--- src/rtl/core/glcm_ram.sv ---
// ----------------------------------------------------------------------------
// glcm_ram
// generic simple dual-port ram, one write and one registered read port
// ----------------------------------------------------------------------------
module glcm_ram #(
  parameter int WIDTH = 8,
  parameter int DEPTH = 256
) (
  input  logic                                       clk_i,
  input  logic                                       we_i,
  input  logic [((DEPTH > 1) ? $clog2(DEPTH) : 1)-1:0] waddr_i,
  input  logic [WIDTH-1:0]                           wdata_i,
  input  logic                                       re_i,
  input  logic [((DEPTH > 1) ? $clog2(DEPTH) : 1)-1:0] raddr_i,
  output logic [WIDTH-1:0]                           rdata_o
);

  logic [WIDTH-1:0] mem_q [DEPTH];
  logic [WIDTH-1:0] rdata_q;

  // read returns old data on a same-address write; data holds while re_i is low
  always_ff @(posedge clk_i) begin
    if (we_i) begin
      mem_q[waddr_i] <= wdata_i;
    end
    if (re_i) begin
      rdata_q <= mem_q[raddr_i];
    end
  end

  assign rdata_o = rdata_q;

endmodule

--- config.mk ---
export PLATFORM = sky130hd
export DESIGN_NAME = glcm_ram
export DESIGN_NICKNAME = d
export VERILOG_FILES = /design/src/rtl/core/glcm_ram.sv
export SDC_FILE = /design/constraint.sdc
export NUM_CORES = 2
export LEC_CHECK = 0
export BUFFER_PORTS_ARGS = -buffer_cell sky130_fd_sc_hd__buf_4
export CAP_MARGIN = 10
export CORE_ASPECT_RATIO = 1.4
export CORE_UTILIZATION = 40
export CTS_CLUSTER_DIAMETER = 100
export DETAILED_ROUTE_END_ITERATION = 8
export PLACE_DENSITY = 0.56
export SKIP_LAST_GASP = 1
export SYNTH_ARGS = -nofsm -noshare
export SYNTH_HDL_FRONTEND = slang
export SYNTH_SLANG_ARGS = --single-unit
--- constraint.sdc ---
create_clock -name clk_i -period 2.9 [get_ports clk_i]
set_input_delay 0.29 -clock clk_i [delete_from_list [all_inputs] [get_ports clk_i]]
set_output_delay 0.29 -clock clk_i [all_outputs]
set_load 0.02 [all_outputs]
==> insert_results.sql <==
INSERT INTO impl_metrics (metric_group, metric, value, unit) VALUES
('clocking', 'cts_max_path_buffers', '4', ''),
('route', 'drc', '0', ''),
('synthesis', 'synthArstFlopShare', '0', ''),
('worst_setup_path', 'ff2ff_setup_slack', '3', 'ps'),
('synthesis', 'synth_compound_gate_area_share', '0.0342', ''),
('floorplan', 'floorplan_die_area', '201000', 'sq um'),
('sta', 'grt_setup_unrepaired', 'no', ''),
('route', 'drc_violation_total_after_the_first_tritonroute_iteration', '3857', ''),
('route', 'drtPass1Iterations', '5', ''),
('sta', 'timing.fmax', '345', 'MHz'),
('worst_setup_path', 'crit_path_end_kind', 'register', ''),
('sta', 'slew-limit-headroom', '0.269', ''),
('worst_setup_path', 'worst-setup-path-type', 'register to register', ''),
('worst_setup_path', 'start_kind', 'register', ''),
('final_layout', 'finalCoreUtilization', '0.475', ''),
('placed_design', 'io_buffer_count', '34', ''),
('worst_setup_path', 'path_max_fanout', '2', ''),
('sta', 'hold-worst-slack', '169', 'ps'),
('synthesis', 'synth-simple-area-share', '0.0263', ''),
('clocking', 'tritoncts', 'done', ''),
('synthesis', 'synth-edff-count', '2056', ''),
('worst_setup_path', 'cp_data_required_time', '3440', 'ps'),
('sta', 'setup_violations', '0', ''),
('synthesis', 'synth.cell_area', '79600', 'sq um'),
('synthesis', 'synth_adder_area_share', '0', ''),
('final_layout', 'final_design_instance_area_without_fill', '93800', 'sq um'),
('worst_setup_path', 'critPathCapture', 'rdata_o[6]$_DFFE_PP_', ''),
('final_layout', 'final_cell_count_no_fill', '7173', ''),
('route', 'final_antenna_net_count', '0', ''),
('power_and_ir_drop', 'cellPowerDensity', '646', 'nW/um^2'),
('route', 'vias', '40200', ''),
('placed_design', 'dp_hpwl', '140', 'mm'),
('worst_setup_path', 'cp_cell_sequence', 'mux4_2 > o311ai_0 > o22ai_1 > nor4_2 > nor4_2', ''),
('synthesis', 'synth.net_count', '3760', ''),
('route', 'wire_per_inst', '29.5', 'um'),
('worst_setup_path', 'crit_cells', '5', ''),
('clocking', 'cts_inserted_buffers', '193', ''),
('clocking', 'numClockSinks', '2056', ''),
('clocking', 'clk_pin_slew', '70', 'ps'),
('clocking', 'clk-insertion-delay-late', '830', 'ps'),
('floorplan', 'die-width', '379', 'um'),
('placed_design', 'placedCellCount', '6829', ''),
('placed_design', 'cell_area_after_placement', '87800', 'sq um'),
('final_layout', 'fillerInstances', '16500', ''),
('worst_setup_path', 'arrival_time_of_the_worst_setup_path', '3430', 'ps'),
('grt', 'first_global_vias', '41100', ''),
('clocking', 'cts.htree.levels', '4', ''),
('synthesis', 'dominantRegCellSynth', 'edfxtp_1', ''),
('sta', 'final-hold-violation-count', '0', ''),
('synthesis', 'seq_area_frac_synth', '0.775', ''),
('placed_design', 'globalplace.congestion', '0.838', ''),
('sta', 'min_period_over_period', '0.999', ''),
('synthesis', 'yosysUniqueCellTypes', '54', ''),
('worst_setup_path', 'crit_path_max_incr_delay', '1020', 'ps'),
('worst_setup_path', 'r2r_cells', '5', ''),
('run_status', 'run_status', 'finished clean', ''),
('synthesis', 'syn-instance-count', '3733', ''),
('floorplan', 'num_io_pins', '35', ''),
('synthesis', 'synth_top_family_by_area', 'multiplexers', ''),
('sta', 'timing_max_transition_violations_final', '0', ''),
('worst_hold_path', 'holdCritPathClass', 'input port to register', ''),
('power_and_ir_drop', 'report.power.total', '60.6', 'mW'),
('clocking', 'cts_root_buffer', 'clkbuf_16', ''),
('sta', 'final_period_minus_worst_setup_slack', '2900', 'ps'),
('route', 'postRouteWirelength', '212', 'mm'),
('sta', 'worst_clock_skew', '44.0', 'ps'),
('floorplan', 'core', '198000', 'sq um'),
('worst_setup_path', 'startpoint_of_the_worst_setup_timing_path', 'mem_q[235][6]$_DFFE_PP_', ''),
('power_and_ir_drop', 'p_leak', '30.1', 'nW'),
('final_layout', 'drive_above_1_share', '0.317', ''),
('worst_setup_path', 'worst_path_max_delay_cell', 'nor4_2', '');
[timing repair]
| action | CTS | global route |
|---|---|---|
| hold buffers | 9 | 0 |
| endpoints found under the hold margin | 341 | 0 |
| setup buffers | 0 | 0 |
| endpoints found under the setup margin | 3 | 0 |
| resized for setup | 3 | 0 |
[state kept, by name (all words and copies together) (netlist names)]
register	flops
mem_q	2048
rdata_o	8
[cell families after synthesis]
family | after synthesis
multiplexers | 591
flip-flops | 2056
AND/OR/NAND/NOR | 466
AO/OA/AOI/OAI | 385
buffers and inverters | 235
[per-stage QoR]
stage | setup slack (ps) | TNS (ps)
after floorplan | 534 | 0
after global placement | -986 | -4590
after detailed placement | -870 | -4090
after CTS | 29.0 | 0
after global routing | 21.8 | 0
final | 3.46 | 0
[cells in the mapped netlist (all sizes together) (22+ instances only)]
library cell | number | area share
a21oi | 96 | 0.0060
a22oi | 133 | 0.013
buf | 122 | 0.013
clkbuf | 111 | 0.0052
edfxtp | 2056 | 0.78
mux2i | 134 | 0.017
mux4 | 456 | 0.13
nand2 | 33 | 0.0016
nand3 | 34 | 0.0021
nor2 | 282 | 0.013
nor2b | 31 | 0.0024
nor3 | 22 | 0.0014
nor4 | 27 | 0.0024
o221ai | 47 | 0.0052
o22ai | 28 | 0.0022
[final cells by class]
class | instances | area, sq um | share of cell area
Clock buffer | 230 | 5030 | 0.0537
Tap cell | 2632 | 3290 | 0.0351
Timing Repair Buffer | 706 | 6300 | 0.0672
Antenna cell | 1 | 2.50 | 0.0000267
Clock inverter | 104 | 876 | 0.00934
Inverter | 2 | 7.51 | 0.0000801
Sequential cell | 2056 | 61700 | 0.658
Multi-Input combinational cell | 1442 | 16500 | 0.176
[placed cells by master (no fill, tap or decap), types with 4 or more instances in the layout]
master,count
a21oi_1,96
clkinv_1,41
a211oi_1,16
nand3_1,34
and2_1,5
nand2_1,33
dlygate4sd3_1,9
buf_8,10
a221oi_1,12
buf_4,615
nand2b_1,8
o22a_1,5
o21ai_0,10
a22o_1,8
clkbuf_16,196
edfxtp_1,2056
clkbuf_1,34
o32ai_1,4
a22oi_1,133
mux2i_1,134
nor3_1,22
or2_2,4
clkinvlp_4,4
nor2b_1,28
mux4_2,454
o22ai_1,28
nor4_2,8
buf_12,72
clkinv_2,40
nand4_1,10
bufinv_16,14
nor2_1,279
nor4_1,19
o211ai_1,10
o221ai_1,46
[metal layers]
metal  vias up  share of wire  GRT usage  wire, um
met5         -        0.00042          0        89
met4        14          0.034     0.0711      7200
met3       327          0.056     0.0271     11800
met2      1301           0.52      0.372    111000
met1     21500           0.39      0.269     82000
li1      17000              -          -         -
[worst register-to-register path: stages, from the launching register on]
cell and delay [ps]:
edfxtp_1 360, mux4_2 500, o311ai_0 290, o22ai_1 330, nor4_2 1030, nor4_2 100
[worst min path at each step]
stage                           from                      end  slack, ps  cells after the start
after floorplan           wdata_i[0]    mem_q[0][0]$_DFFE_PP_        390                      0
after global placement    wdata_i[2]   mem_q[61][2]$_DFFE_PP_        690                      1
after detailed placement        re_i     rdata_o[7]$_DFFE_PP_        680                      1
after CTS                 waddr_i[4]  mem_q[252][3]$_DFFE_PP_        110                      4
after global routing      waddr_i[4]  mem_q[252][5]$_DFFE_PP_        180                      4
final                     waddr_i[4]  mem_q[252][5]$_DFFE_PP_        170                      4
[report_power, final]
group	leakage [nW]	switching, mW	internal, mW
Sequential	18.5	0.0359	32.8
Combinational	8.70	2.12	1.40
Clock	2.91	10.7	13.6
(Power assumes the default switching activity.)
